### src/rtl/core/lisrc_pkg.sv
// ----------------------------------------------------------------------------
// lisrc_pkg
// Types and constants shared by the resampler front, back and top level.
// ----------------------------------------------------------------------------
`timescale 1ns / 1ps

package lisrc_pkg;

    // Field widths
    localparam int SAMPLE_BITS = 16;
    localparam int STEP_W      = 21;
    localparam int CFG_IDX_W   = 8;

    // Register indexes
    localparam logic [CFG_IDX_W-1:0] CFG_RATE_STEP = CFG_IDX_W'(0);
    localparam logic [CFG_IDX_W-1:0] CFG_BYPASS    = CFG_IDX_W'(1);

    // At most 2^SPAN_LOG2 outputs per source span
    localparam int SPAN_LOG2 = 5;
    localparam int CNT_W     = SPAN_LOG2;

    // Command queue depth between front and back
    localparam int QDEPTH = 2;
    localparam int QPTR_W = $clog2(QDEPTH);
    localparam int QCNT_W = $clog2(QDEPTH + 1);

    typedef logic signed [SAMPLE_BITS-1:0] t_sample;

    typedef struct packed {
        t_sample sample_in;
        logic    end_of_clip;
    } t_in_item;

    typedef struct packed {
        t_sample sample_out;
        logic    last_out;
    } t_out_item;

    // What the back end has to do with a queued sample
    typedef enum logic [1:0] {
        KIND_BYPASS,
        KIND_PRIME,
        KIND_SPAN
    } t_kind;

    typedef struct packed {
        t_kind   kind;
        t_sample sample;
        logic    last;
    } t_cmd;

    typedef struct packed {
        logic valid;
        t_cmd cmd;
    } t_qhead;

endpackage

### src/rtl/core/lisrc_front.sv
// ----------------------------------------------------------------------------
// lisrc_front
// Accepts input samples, tags each with its processing kind and queues it.
// ----------------------------------------------------------------------------
`timescale 1ns / 1ps

module lisrc_front (
    input  logic                i_clk,
    input  logic                i_rst_n,
    input  logic                i_in_valid,
    output logic                o_in_ready,
    input  lisrc_pkg::t_in_item i_in_data,
    input  logic                i_bypass,
    output lisrc_pkg::t_qhead   o_head,
    input  logic                i_pop
);
    import lisrc_pkg::*;

    t_cmd              r_q [QDEPTH];
    logic [QPTR_W-1:0] r_wr_ptr;
    logic [QPTR_W-1:0] r_rd_ptr;
    logic [QCNT_W-1:0] r_count;
    logic              r_have_prev;
    logic              w_push;
    logic              w_pop;
    t_cmd              w_cmd;

    assign o_in_ready = (r_count != QCNT_W'(QDEPTH));
    assign w_push     = i_in_valid && o_in_ready;
    assign w_pop      = i_pop && (r_count != '0);

    // Classify: bypass, history only, or a span to interpolate
    always_comb begin
        w_cmd.sample = i_in_data.sample_in;
        w_cmd.last   = i_in_data.end_of_clip;
        if (i_bypass) begin
            w_cmd.kind = KIND_BYPASS;
        end else if (r_have_prev) begin
            w_cmd.kind = KIND_SPAN;
        end else begin
            w_cmd.kind = KIND_PRIME;
        end
    end

    // Queue storage
    always_ff @(posedge i_clk) begin
        if (w_push) begin
            r_q[r_wr_ptr] <= w_cmd;
        end
    end

    // Pointers, fill count and history tracking
    always_ff @(posedge i_clk) begin
        if (!i_rst_n) begin
            r_wr_ptr    <= '0;
            r_rd_ptr    <= '0;
            r_count     <= '0;
            r_have_prev <= 1'b0;
        end else begin
            if (w_push) begin
                r_wr_ptr <= r_wr_ptr + 1'b1;
                if (i_in_data.end_of_clip) begin
                    r_have_prev <= 1'b0;
                end else if (!i_bypass) begin
                    r_have_prev <= 1'b1;
                end
            end
            if (w_pop) begin
                r_rd_ptr <= r_rd_ptr + 1'b1;
            end
            case ({w_push, w_pop})
                2'b10:   r_count <= r_count + 1'b1;
                2'b01:   r_count <= r_count - 1'b1;
                default: r_count <= r_count;
            endcase
        end
    end

    assign o_head.valid = (r_count != '0);
    assign o_head.cmd   = r_q[r_rd_ptr];

endmodule

### src/rtl/core/lisrc_back.sv
// ----------------------------------------------------------------------------
// lisrc_back
// Output sequencer: walks the output phase over each source span; unless the
// output stalls it gives at most one interpolated, held or bypassed result per cycle.
// ----------------------------------------------------------------------------
`timescale 1ns / 1ps

module lisrc_back #(
    parameter int FRAC_BITS = 16
) (
    input  logic                          i_clk,
    input  logic                          i_rst_n,
    input  lisrc_pkg::t_qhead             i_head,
    output logic                          o_pop,
    input  logic [lisrc_pkg::STEP_W-1:0]  i_rate_step,
    output logic                          o_out_valid,
    input  logic                          i_out_ready,
    output lisrc_pkg::t_out_item          o_out_data
);
    import lisrc_pkg::*;

    localparam int POS_W = ((STEP_W > FRAC_BITS) ? STEP_W : FRAC_BITS) + 2;
    localparam logic [POS_W-1:0] ONE_POS  = POS_W'(1) << FRAC_BITS;
    localparam logic [POS_W-1:0] MIN_STEP = ONE_POS >> SPAN_LOG2;
    localparam logic [CNT_W-1:0] CNT_LAST = '1;

    typedef enum logic [1:0] {
        S_IDLE,
        S_INTERP,
        S_HOLD,
        S_ZERO
    } t_state;

    t_state           r_state, n_state;
    logic [POS_W-1:0] r_pos, n_pos;
    logic [CNT_W-1:0] r_cnt, n_cnt;
    t_sample          r_prev, n_prev;
    t_sample          r_cur, n_cur;
    logic             r_end, n_end;
    logic             r_out_valid, n_out_valid;
    t_out_item        r_out_data, n_out_data;

    logic                               w_slot_free;
    logic [POS_W-1:0]                   w_rate_ext;
    logic [POS_W-1:0]                   w_step;
    logic [POS_W-1:0]                   w_p2;
    logic                               w_wrap;
    logic [POS_W-1:0]                   w_adj;
    logic                               w_final;
    logic signed [SAMPLE_BITS:0]        w_diff;
    logic signed [FRAC_BITS:0]          w_frac;
    logic signed [SAMPLE_BITS+FRAC_BITS+1:0] w_prod;
    logic signed [SAMPLE_BITS+FRAC_BITS+1:0] w_shift;
    logic signed [SAMPLE_BITS:0]        w_sum;
    t_sample                            w_lerp;

    // Step with the lower clamp
    assign w_rate_ext = POS_W'(i_rate_step);
    assign w_step     = (w_rate_ext < MIN_STEP) ? MIN_STEP : w_rate_ext;

    // Phase lookahead
    assign w_p2    = r_pos + w_step;
    assign w_wrap  = (w_p2 >= ONE_POS);
    assign w_adj   = w_wrap ? (w_p2 - ONE_POS) : '0;
    assign w_final = w_wrap || (r_cnt == CNT_LAST);

    // prev + floor((cur - prev) * frac / 2^FRAC_BITS)
    assign w_diff  = {r_cur[SAMPLE_BITS-1], r_cur} - {r_prev[SAMPLE_BITS-1], r_prev};
    assign w_frac  = {1'b0, r_pos[FRAC_BITS-1:0]};
    assign w_prod  = w_diff * w_frac;
    assign w_shift = w_prod >>> FRAC_BITS;
    assign w_sum   = {r_prev[SAMPLE_BITS-1], r_prev} + w_shift[SAMPLE_BITS:0];
    assign w_lerp  = w_sum[SAMPLE_BITS-1:0];

    assign w_slot_free = !r_out_valid || i_out_ready;

    // Sequencer next state
    always_comb begin
        n_state     = r_state;
        n_pos       = r_pos;
        n_cnt       = r_cnt;
        n_prev      = r_prev;
        n_cur       = r_cur;
        n_end       = r_end;
        n_out_valid = r_out_valid && !i_out_ready;
        n_out_data  = r_out_data;
        o_pop       = 1'b0;

        unique case (r_state)
            S_IDLE: begin
                if (i_head.valid) begin
                    unique case (i_head.cmd.kind)
                        KIND_BYPASS: begin
                            if (w_slot_free) begin
                                o_pop                 = 1'b1;
                                n_out_valid           = 1'b1;
                                n_out_data.sample_out = i_head.cmd.sample;
                                n_out_data.last_out   = i_head.cmd.last;
                                if (i_head.cmd.last) begin
                                    n_pos  = '0;
                                    n_prev = '0;
                                end
                            end
                        end
                        KIND_PRIME: begin
                            o_pop = 1'b1;
                            n_cur = i_head.cmd.sample;
                            n_end = i_head.cmd.last;
                            n_cnt = '0;
                            if (i_head.cmd.last) begin
                                n_state = S_HOLD;
                            end else begin
                                n_prev = i_head.cmd.sample;
                            end
                        end
                        KIND_SPAN: begin
                            o_pop   = 1'b1;
                            n_cur   = i_head.cmd.sample;
                            n_end   = i_head.cmd.last;
                            n_cnt   = '0;
                            n_state = S_INTERP;
                        end
                        default: begin
                            o_pop = 1'b1;
                        end
                    endcase
                end
            end

            S_INTERP: begin
                if (r_pos >= ONE_POS) begin
                    // span holds no output: move the phase on by one sample
                    n_pos = r_pos - ONE_POS;
                    if (!r_end) begin
                        n_prev  = r_cur;
                        n_state = S_IDLE;
                    end else if ((r_pos - ONE_POS) < ONE_POS) begin
                        n_cnt   = '0;
                        n_state = S_HOLD;
                    end else begin
                        n_state = S_ZERO;
                    end
                end else if (w_slot_free) begin
                    n_out_valid           = 1'b1;
                    n_out_data.sample_out = w_lerp;
                    n_out_data.last_out   = 1'b0;
                    if (!w_final) begin
                        n_pos = w_p2;
                        n_cnt = r_cnt + 1'b1;
                    end else begin
                        n_pos = w_adj;
                        if (!r_end) begin
                            n_prev  = r_cur;
                            n_state = S_IDLE;
                        end else if (w_adj < ONE_POS) begin
                            n_cnt   = '0;
                            n_state = S_HOLD;
                        end else begin
                            n_out_data.last_out = 1'b1;
                            n_pos   = '0;
                            n_prev  = '0;
                            n_state = S_IDLE;
                        end
                    end
                end
            end

            S_HOLD: begin
                // tail of the clip repeats the final sample
                if (w_slot_free) begin
                    n_out_valid           = 1'b1;
                    n_out_data.sample_out = r_cur;
                    n_out_data.last_out   = w_final;
                    if (w_final) begin
                        n_pos   = '0;
                        n_prev  = '0;
                        n_state = S_IDLE;
                    end else begin
                        n_pos = w_p2;
                        n_cnt = r_cnt + 1'b1;
                    end
                end
            end

            S_ZERO: begin
                // clip ended with no output: send an empty last marker
                if (w_slot_free) begin
                    n_out_valid           = 1'b1;
                    n_out_data.sample_out = '0;
                    n_out_data.last_out   = 1'b1;
                    n_pos   = '0;
                    n_prev  = '0;
                    n_state = S_IDLE;
                end
            end

            default: begin
                n_state = S_IDLE;
            end
        endcase
    end

    // State and output register
    always_ff @(posedge i_clk) begin
        if (!i_rst_n) begin
            r_state     <= S_IDLE;
            r_pos       <= '0;
            r_cnt       <= '0;
            r_prev      <= '0;
            r_out_valid <= 1'b0;
        end else begin
            r_state     <= n_state;
            r_pos       <= n_pos;
            r_cnt       <= n_cnt;
            r_prev      <= n_prev;
            r_out_valid <= n_out_valid;
        end
        r_cur      <= n_cur;
        r_end      <= n_end;
        r_out_data <= n_out_data;
    end

    assign o_out_valid = r_out_valid;
    assign o_out_data  = r_out_data;

endmodule

### src/rtl/core/linear_interp_sample_rate_converter.sv
// Path: a bypass result goes from the queue head straight to the output register; the first
// interpolated or held result passes the queue pop and then the output register, and a clip
// end whose whole span is skipped passes the pop, the skip step and then the zero marker.
// Flow: at most one result per cycle while the output is taken, after each item's pop; a clip
// end at the minimum step gives up to 64 results; the two-entry command queue keeps input moving.
// Reset (synchronous, active low) empties queue and output, clears phase and history.
// ----------------------------------------------------------------------------
// linear_interp_sample_rate_converter
// Linear interpolation resampler: front classifier and queue, back sequencer.
// ----------------------------------------------------------------------------
`timescale 1ns / 1ps

module linear_interp_sample_rate_converter #(
    parameter int FRAC_BITS = 16
) (
    input  logic                            i_clk,
    input  logic                            i_rst_n,
    input  logic                            i_in_valid,
    output logic                            o_in_ready,
    input  lisrc_pkg::t_in_item             i_in_data,
    output logic                            o_out_valid,
    input  logic                            i_out_ready,
    output lisrc_pkg::t_out_item            o_out_data,
    input  logic                            i_cfg_valid,
    output logic                            o_cfg_ready,
    input  logic [lisrc_pkg::CFG_IDX_W-1:0] i_cfg_index,
    input  logic [lisrc_pkg::STEP_W-1:0]    i_cfg_data
);
    import lisrc_pkg::*;

    localparam logic [STEP_W-1:0] STEP_RESET = STEP_W'(64'd1 << FRAC_BITS);

    logic [STEP_W-1:0] r_rate_step;
    logic              r_bypass;
    t_qhead            w_head;
    logic              w_pop;

    // Configuration registers
    assign o_cfg_ready = 1'b1;

    always_ff @(posedge i_clk) begin
        if (!i_rst_n) begin
            r_rate_step <= STEP_RESET;
            r_bypass    <= 1'b1;
        end else if (i_cfg_valid && o_cfg_ready) begin
            unique case (i_cfg_index)
                CFG_RATE_STEP: r_rate_step <= i_cfg_data;
                CFG_BYPASS:    r_bypass    <= i_cfg_data[0];
                default:       r_bypass    <= r_bypass;
            endcase
        end
    end

    lisrc_front u_front (
        .i_clk      (i_clk),
        .i_rst_n    (i_rst_n),
        .i_in_valid (i_in_valid),
        .o_in_ready (o_in_ready),
        .i_in_data  (i_in_data),
        .i_bypass   (r_bypass),
        .o_head     (w_head),
        .i_pop      (w_pop)
    );

    lisrc_back #(
        .FRAC_BITS (FRAC_BITS)
    ) u_back (
        .i_clk       (i_clk),
        .i_rst_n     (i_rst_n),
        .i_head      (w_head),
        .o_pop       (w_pop),
        .i_rate_step (r_rate_step),
        .o_out_valid (o_out_valid),
        .i_out_ready (i_out_ready),
        .o_out_data  (o_out_data)
    );

endmodule

### config.mk
export PLATFORM = sky130hd
export DESIGN_NAME = linear_interp_sample_rate_converter
export DESIGN_NICKNAME = d
export VERILOG_FILES = /design/src/rtl/core/lisrc_pkg.sv /design/src/rtl/core/lisrc_front.sv /design/src/rtl/core/lisrc_back.sv /design/src/rtl/core/linear_interp_sample_rate_converter.sv
export SDC_FILE = /design/constraint.sdc
export NUM_CORES = 1
export LEC_CHECK = 0
export BUFFER_PORTS_ARGS = -buffer_cell sky130_fd_sc_hd__buf_4
export CELL_PAD_IN_SITES_DETAIL_PLACEMENT = 0
export CELL_PAD_IN_SITES_GLOBAL_PLACEMENT = 1
export CORE_MARGIN = 5
export CORE_UTILIZATION = 51
export CTS_CLUSTER_SIZE = 10
export DETAILED_ROUTE_END_ITERATION = 7
export GPL_TIMING_DRIVEN = 0
export MAX_ROUTING_LAYER = met4
export PLACE_DENSITY_LB_ADDON = 0.1
export SYNTH_ARGS = -nofsm -noshare
export SYNTH_HDL_FRONTEND = slang
export SYNTH_SLANG_ARGS = --single-unit
### constraint.sdc
create_clock -name i_clk -period 14.92 [get_ports i_clk]
set_input_delay 2.984 -clock i_clk [delete_from_list [all_inputs] [get_ports i_clk]]
set_output_delay 2.984 -clock i_clk [all_outputs]
set_load 0.1 [all_outputs]
==> results of run 1 <==
[worst paths after layout]
path,startpoint,slack [ps],cells past startpoint,end
max,u_back.r_cur[0],2750,40,u_back.o_out_data[16]
min,r_rate_step[2],490,2,r_rate_step[2]
max reg2reg,u_back.r_cur[0],2750,40,u_back.o_out_data[16]
min reg2reg,r_rate_step[2],490,2,r_rate_step[2]
[per-layer routing]
layer / track usage, % / wire length (µm)
met5: - / 0
met1: 36.09 / 25320
met3: 2.410 / 2293
met2: 44.98 / 27740
met4: 6.031 / 945
[logic make-up (layout without fill, tap and decap cells)]
family,after synthesis,count (layout)
simple gates,672,672
buf+inv,529,632
fa+ha+maj,416,416
compound gates,357,357
flops,147,147
xor+xnor,67,67
mux,44,44
other cells,1,1
[registers in the layout (all words and copies together) (netlist names), 2 cells and up, named ones only]
| register | cells |
|---|---|
| u_back.r_pos | 23 |
| r_rate_step | 21 |
| u_back.r_prev | 16 |
| u_back.r_state | 2 |
| u_back.r_cur | 16 |
| u_back.r_cnt | 5 |
| u_front.r_q | 38 |
| u_front.r_count | 2 |
| u_back.o_out_data | 17 |
[cell type report]
cell class	count	area [µm²]	share of cell area, %
multi-input combinational	1557	14430	65.86
sequential	147	3664	16.72
inverter	406	1524	6.954
tap	518	648.1	2.958
timing repair buffer	71	548.0	2.501
buffer	123	501.7	2.290
clock buffer	17	425.4	1.941
clock inverter	15	171.4	0.7822
[cells in the mapped netlist (14+ instances only)]
| cell type | n |
|---|---|
| sky130_fd_sc_hd__mux2_2 | 16 |
| sky130_fd_sc_hd__and3_1 | 27 |
| sky130_fd_sc_hd__xor2_1 | 21 |
| sky130_fd_sc_hd__dfxtp_1 | 75 |
| sky130_fd_sc_hd__mux2i_1 | 28 |
| sky130_fd_sc_hd__xnor2_1 | 44 |
| sky130_fd_sc_hd__nor2b_1 | 24 |
| sky130_fd_sc_hd__or3_1 | 15 |
| sky130_fd_sc_hd__clkbuf_1 | 103 |
| sky130_fd_sc_hd__a211oi_1 | 22 |
| sky130_fd_sc_hd__ha_1 | 148 |
| sky130_fd_sc_hd__nor3_1 | 38 |
| sky130_fd_sc_hd__edfxtp_1 | 72 |
| sky130_fd_sc_hd__nand2_1 | 196 |
| sky130_fd_sc_hd__o311ai_0 | 16 |
| sky130_fd_sc_hd__o21ai_0 | 54 |
| sky130_fd_sc_hd__a311oi_2 | 14 |
| sky130_fd_sc_hd__and2_1 | 106 |
| sky130_fd_sc_hd__nand2b_1 | 27 |
| sky130_fd_sc_hd__inv_1 | 406 |
| sky130_fd_sc_hd__a311oi_1 | 16 |
| sky130_fd_sc_hd__nor2_1 | 113 |
| sky130_fd_sc_hd__a22oi_1 | 22 |
| sky130_fd_sc_hd__fa_1 | 268 |
| sky130_fd_sc_hd__a21oi_2 | 14 |
| sky130_fd_sc_hd__nor4_1 | 14 |
| sky130_fd_sc_hd__a21oi_1 | 67 |
| sky130_fd_sc_hd__nand3_1 | 51 |
[tightest hold or removal path: cells and delay by family, from the launching register on]
family,cells,cell delay (ps)
flip-flops,1,320
multiplexers,1,60
AND/OR/NAND/NOR,1,70
[per-stage QoR]
| step | power [µW] | instances | util, % |
|---|---|---|---|
| floorplan | 1660 | 2233 | - |
| global placement | 2171 | 2820 | 54.79 |
| detailed placement | 2194 | 2822 | 54.88 |
| CTS | 2633 | 2854 | 56.42 |
| global route | 2791 | 2854 | 56.44 |
| finish | 2656 | 2854 | 56.44 |
[report_power, final]
part	total [µW]	switching, µW	internal (µW)
clock	432	205	226
combinational	1620	1210	412
sequential	604	58.0	546
total	2660	1470	1190
[placed cells by master (no fill, tap or decap), types with 17 or more instances in the layout]
cell and count:
sky130_fd_sc_hd__o21ai_0 54, sky130_fd_sc_hd__xor2_1 21, sky130_fd_sc_hd__dfxtp_1 75, sky130_fd_sc_hd__clkbuf_1 103
sky130_fd_sc_hd__fa_1 268, sky130_fd_sc_hd__nor2_1 111, sky130_fd_sc_hd__edfxtp_1 72, sky130_fd_sc_hd__mux2i_1 28
sky130_fd_sc_hd__xnor2_1 44, sky130_fd_sc_hd__nand3_1 51, sky130_fd_sc_hd__and3_1 27, sky130_fd_sc_hd__buf_4 72
sky130_fd_sc_hd__nand2_1 196, sky130_fd_sc_hd__a22oi_1 22, sky130_fd_sc_hd__and2_1 106, sky130_fd_sc_hd__a211oi_1 22
sky130_fd_sc_hd__a21oi_1 66, sky130_fd_sc_hd__ha_1 148, sky130_fd_sc_hd__nor2b_1 24, sky130_fd_sc_hd__nor3_1 38
sky130_fd_sc_hd__inv_1 406, sky130_fd_sc_hd__nand2b_1 27, sky130_fd_sc_hd__clkbuf_16 17
==> Flow_metrics.wiki, run 1 <==
{| class="wikitable"
! Metric !! Value
|-
| Launching element type of the critical path || flip-flop
|-
| Cell repeated most along the worst path || sky130_fd_sc_hd__fa_1
|-
| Post-route DRC violation count || 0
|-
| Syn-to-layout area delta || 8.992%
|-
| Count of antenna diodes in the layout || 0
|-
| H-tree depth || 4
|-
| TritonCTS clock tree || done
|-
| CTS hold repair buffers || 0
|-
| Root buffer cell || sky130_fd_sc_hd__clkbuf_16
|-
| Pre-CTS setup slack || 2502 ps
|-
| Total global routing track utilization || 26.90%
|-
| Max Cap Viol || 0
|-
| FP Rows || 72
|-
| Top Family by Delay on Critical Path || adder cells
|-
| Post-synthesis mux area share || 2.290%
|-
| Cell type of the slowest stage on the worst timing path || sky130_fd_sc_hd__a211oi_1
|-
| Floorplan die height || 208.6 µm
|-
| Share of synthesized flip-flops with an asynchronous set or reset || 0%
|-
| Number of max-slew violations in the final report || 0
|-
| Number of standard cells after synthesis || 2233
|-
| Dominant combinational cell family by area after synthesis || adder cells
|-
| Filler Cells Inserted || 3558
|-
| GRT overflow || 0
|-
| Final weighted congestion in routability-driven placement || 0.9487
|-
| Register area share after synthesis || 18.22%
|-
| Clock Sinks || 147
|-
| Average vias per placed instance || 5.596
|-
| Kind of capture point of the worst setup path || flip-flop
|-
| Vias || 15970
|-
| Count of flip-flops with a built-in enable after synthesis || 72
|-
| Final worst clock skew || 13.11 ps
|-
| Clock-pin slew reported for the worst setup and hold paths after clock tree synthesis || 70 ps
|-
| DRT Pass-1 Iters || 5
|-
| Pin count of the biggest net entering global routing || 20
|-
| Leading post-synthesis cells by cell area || sky130_fd_sc_hd__fa_1 27%, sky130_fd_sc_hd__edfxtp_1 11%, sky130_fd_sc_hd__ha_1 9.2%
|-
| Post-synthesis cell type with the largest combined area || sky130_fd_sc_hd__fa_1
|-
| Syn_nets || 2700
|-
| Classification of the worst-slack hold path || flip-flop to flip-flop
|-
| Cell area after synthesis || 20110 µm²
|-
| Final layout net count || 2790
|-
| Via count of the first global-routing pass || 16590
|-
| Post-CTS sizing || 0
|-
| Simple-gate portion of the synthesized area || 17.14%
|-
| Power density over the cells || 121.2 nW/µm²
|-
| Signal arrival time at the worst endpoint || 12420 ps
|-
| Detail Placement HPWL || 46170 µm
|-
| Share of the clock period used by the worst path || 81.60%
|-
| Number of buffers and inverters on the critical path || 6
|-
| Setup repair after global routing missed its margin || false
|-
| Die X-Extent || 208.6 µm
|-
| Global-route wire length before repair || 90690 µm
|-
| Placeable core area || 38830 µm²
|-
| Fin crit period || 12170 ps
|-
| Starting density of the core || 51.78%
|-
| Final hold viol count || 0
|-
| Worst Hold Slack || 486.5 ps
|-
| Routed length per instance || 19.72 µm
|-
| Class of the most critical setup path || flip-flop to flip-flop
|-
| Status || completed
|-
| Antenna violations before repair || 0
|-
| Max frequency || 0.08214 GHz
|-
| CP required || 15170 ps
|-
| Placed Instance Area || 21310 µm²
|-
| Worst voltage drop across the vdd grid || 202.9 µV
|-
| Post-synth top area share || 26.68%
|-
| DRC violation total after the first TritonRoute iteration || 1043
|-
| Max FO, Critical Path || 10
|-
| Post-route worst setup slack || 2746 ps
|-
| Relative slew slack || 23.12%
|-
| Antenna violation net count after detailed routing || 0
|-
| Max stage delay on crit path || 920 ps
|-
| Setup tns final || 0 ps
|-
| Xor and xnor area share after synthesis || 3.056%
|-
| Post-synthesis sequential element count || 147
|-
| Compound-Gate Fraction of Synth Area || 13.30%
|-
| Number of buffers inserted during clock tree synthesis || 17
|-
| Top_reg_cell synth || sky130_fd_sc_hd__dfxtp_1
|-
| Arithmetic-cell share of the synthesized area counting full adders, half adders and majority gates || 35.90%
|-
| Clock latency of the later-clocked register in the worst-skew pair || 450 ps
|-
| Final count of negative-setup-slack endpoints || 0
|-
| Port Buffer Count || 69
|-
| Postcts setup bufs || 0
|-
| Mean area per synthesized cell || 9.004 µm²
|-
| Total non-filler cell area in the finished layout || 21910 µm²
|-
| Max Buffers Root-to-Sink || 2
|-
| Layout cells sized above 1 || 7.705%
|-
| Synthesis warning total || 0
|-
| I/O pin total || 71
|-
| Worst Max-Slew Pin Slew || 1146 ps
|-
| Die Outline Area || 43490 µm²
|-
| Distinct cells, synth || 82
|-
| Reported leakage power || 0.01017 µW
|-
| Total wire length after detailed routing || 56300 µm
|}
(Power assumes the default switching activity.)
==> run 2, diff against run 1 <==
- clock period: 14.92 -> 11.6 ns (I/O delays scaled with it)
==> run 2 against run 1 <==
Register-to-register slack worse by 2200 ps. Critical endpoint unchanged. Worst hold slack about the same. Die area unchanged. Setup slack worse by 2200 ps. Critical path depth unchanged. Via count up 0.28%. Critical path type unchanged. Combinational power up 36%. Routed wire length up 0.29%. Highest routed layer unchanged.
==> Flow_metrics.wiki, run 2 (same netlist as run 1, synthesis figures left out) <==
{| class="wikitable"
! Metric !! Value
|-
| Status || completed
|-
| Power share of the sequential group || 22.0% (-0.8 points)
|-
| Number of max-slew violations in the final report || 0 (unchanged)
|-
| Layout cells sized above 1 || 9.258% (+1.6 points)
|-
| Top Family by Delay on Critical Path || adder cells
|-
| GRT overflow || 0 (unchanged)
|-
| Total global routing track utilization || 26.93% (+0.027 points)
|-
| Cell repeated most along the worst path || sky130_fd_sc_hd__fa_1
|-
| Post-route DRC violation count || 0 (unchanged)
|-
| Max FO, Critical Path || 10 (unchanged)
|-
| CTS hold repair buffers || 0 (unchanged)
|-
| Max Cap Viol || 0 (unchanged)
|-
| Final layout net count || 2798 (+0.29%)
|-
| Clock-pin slew reported for the worst setup and hold paths after clock tree synthesis || 70 ps (about the same)
|-
| Clock network fraction of total power || 15.7% (-0.5 points)
|-
| TritonCTS clock tree || done
|-
| Pin count of the biggest net entering global routing || 20 (unchanged)
|-
| Multi-input gate area in the final layout || 14580 µm² (+1.0%)
|-
| Floorplan die height || 208.6 µm (unchanged)
|-
| Port Buffer Count || 69 (unchanged)
|-
| Top library cells by usage in the layout, fill and taps aside || 406 x sky130_fd_sc_hd__inv_1, 268 x sky130_fd_sc_hd__fa_1, 195 x sky130_fd_sc_hd__nand2_1
|-
| Signal arrival time at the worst endpoint || 11350 ps (-1070 ps)
|-
| Max frequency || 0.09011 GHz (+9.7%)
|-
| Internal portion of total power || 1609 µW (+36%)
|-
| DRC violation total after the first TritonRoute iteration || 1110 (+6.4%)
|-
| Worst Max-Slew Pin Slew || 1084 ps (-62.43 ps)
|-
| Vias || 16020 (+0.28%)
|-
| Final count of negative-setup-slack endpoints || 0 (unchanged)
|-
| Post-route worst setup slack || 502.5 ps (-2244 ps)
|-
| Average vias per placed instance || 5.596 (about the same)
|-
| Share of the core filled with cells in the final layout || 57.01% (+0.57 points)
|-
| Flip-flop count of the largest register, all copies and words added || 38 (unchanged)
|-
| Setup repair after global routing missed its margin || false
|-
| Die X-Extent || 208.6 µm (unchanged)
|-
| DRT Pass-1 Iters || 6 (+1)
|-
| Total wire length after detailed routing || 56460 µm (+0.29%)
|-
| Final hold viol count || 0 (unchanged)
|-
| Pre-CTS setup slack || -817.9 ps (-3320 ps)
|-
| CP required || 11850 ps (-3320 ps)
|-
| FP Rows || 72 (unchanged)
|-
| Power density over the cells || 159.8 nW/µm² (+32%)
|-
| Final worst clock skew || 14.73 ps (+1.621 ps)
|-
| Reg with most FFs || u_front.r_q
|-
| Kind of capture point of the worst setup path || flip-flop
|-
| Launching element type of the critical path || flip-flop
|-
| Fin crit period || 11100 ps (-1076 ps)
|-
| Die Outline Area || 43490 µm² (unchanged)
|-
| Final weighted congestion in routability-driven placement || 0.9487 (unchanged)
|-
| Detail Placement HPWL || 46170 µm (unchanged)
|-
| Cell type of the slowest stage on the worst timing path || sky130_fd_sc_hd__or4_4
|-
| Antenna violation net count after detailed routing || 0 (unchanged)
|-
| Via count of the first global-routing pass || 16610 (+0.13%)
|-
| I/O pin total || 71 (unchanged)
|-
| H-tree depth || 4 (unchanged)
|-
| Switching Fraction || 54.51% (-0.86 points)
|-
| Routed length per instance || 19.73 µm (about the same)
|-
| Most common cell after layout, fill and taps aside || sky130_fd_sc_hd__inv_1
|-
| Class of the most critical setup path || flip-flop to flip-flop
|-
| Count of antenna diodes in the layout || 0 (unchanged)
|-
| Power share of the combinational group || 62.3% (+1.3 points)
|-
| Antenna violations before repair || 0 (unchanged)
|-
| Registers with the most flip-flops || u_front.r_q (38), u_back.r_pos (23), r_rate_step (21)
|-
| Max Buffers Root-to-Sink || 2 (unchanged)
|-
| Root buffer cell || sky130_fd_sc_hd__clkbuf_16
|-
| Switching power summed over all nets || 1929 µW (+31%)
|-
| Max stage delay on crit path || 620 ps (-300 ps)
|-
| Area of all sequential standard cells || 3664 µm² (unchanged)
|-
| Syn-to-layout area delta || 10.09%
|-
| Filler Cells Inserted || 3539 (-0.53%)
|-
| Worst voltage drop across the vdd grid || 261.2 µV (+29%)
|-
| Global-route wire length before repair || 90820 µm (+0.14%)
|-
| Number of buffers and inverters on the critical path || 5 (-1)
|-
| Classification of the worst-slack hold path || flip-flop to flip-flop
|-
| Clock Sinks || 147 (unchanged)
|-
| Relative slew slack || 27.74% (+4.6 points)
|-
| Share of the clock period used by the worst path || 95.67% (+14 points)
|-
| Clock latency of the later-clocked register in the worst-skew pair || 450 ps (about the same)
|-
| Reported leakage power || 0.01028 µW (+1.1%)
|-
| Number of buffers inserted during clock tree synthesis || 17 (unchanged)
|-
| Starting density of the core || 51.78% (unchanged)
|-
| Placeable core area || 38830 µm² (unchanged)
|}
## run 2: cell types whose count changed in the layout (fill, tap and decap cells not counted), moves of 3 or more
cell                       before  now
sky130_fd_sc_hd__a21boi_0       5    2
sky130_fd_sc_hd__a211oi_1      22   19
sky130_fd_sc_hd__xnor2_1       44   39
sky130_fd_sc_hd__xor2_1        21   18
sky130_fd_sc_hd__buf_4         72   81
sky130_fd_sc_hd__buf_2          5    8
sky130_fd_sc_hd__xnor2_2        0    5
sky130_fd_sc_hd__clkbuf_2       0    4
sky130_fd_sc_hd__clkbuf_1     103   94
## run 2: what timing repair did
item	4_1_cts	5_1_grt
pin swaps	0	8
gates resized for setup	8	40
buffers inserted	0	9
endpoints found under the setup margin	6	6
## run 2: power groups by stage
stage	clock, µW	combinational [µW]	sequential, µW
6_report	557	2200	777
5_1_grt	593	2340	789
4_1_cts	564	2060	778
3_5_place_dp	0	2030	787
3_3_place_gp	0	2010	787
2_1_floorplan	0	1140	995
## run 2: cell type report
| cell class | instances | share of cell area [%] |
|---|---|---|
| sequential | 147 | 16.55 |
| timing repair buffer | 80 | 2.781 |
| multi-input combinational | 1557 | 65.85 |
| inverter | 406 | 6.885 |
| clock inverter | 15 | 0.7744 |
| clock buffer | 17 | 1.922 |
| tap | 518 | 2.928 |
| buffer | 122 | 2.306 |
## run 2: routing by layer
metal	up-vias	routed length [µm]	track usage, %
met5	-	0	-
met4	0	1039	6.098
li1	7566	-	-
met1	7955	25040	36.13
met2	422	27800	44.97
met3	74	2589	2.440
## run 2: path summary, 6_finish.rpt
check | cells past startpoint | endpoint | from | slack [ps]
max | 40 | u_back.o_out_data[16] | u_back.r_prev[1] | 500
min reg2reg | 2 | r_rate_step[2] | r_rate_step[2] | 490
max reg2reg | 40 | u_back.o_out_data[16] | u_back.r_prev[1] | 500
min | 2 | r_rate_step[2] | r_rate_step[2] | 490
## run 2: through the flow
| step | hold slack [ps] | cells | area [µm²] | total power (µW) | TNS, ps |
|---|---|---|---|---|---|
| 4_1_cts | 489.0 | 2853 | 21950 | 3402 | 0 |
| 3_3_place_gp | 459.8 | 2820 | 21270 | 2793 | -1110 |
| 6_report | 486.9 | 2862 | 22140 | 3538 | 0 |
| 2_1_floorplan | 447.6 | 2233 | 20110 | 2135 | 0 |
| 3_5_place_dp | 476.6 | 2822 | 21310 | 2822 | -2032 |
| 5_1_grt | 516.1 | 2862 | 22140 | 3720 | 0 |
## run 2: worst register-to-register path: cells and delay by family (launching register included)
kind | cells | cell delay [ps]
adder cells (fa/ha/maj) | 9 | 4060
flip-flops | 1 | 430
AO/OA/AOI/OAI | 14 | 2880
buffers and inverters | 5 | 310
XOR/XNOR | 2 | 1000
AND/OR/NAND/NOR | 10 | 2220
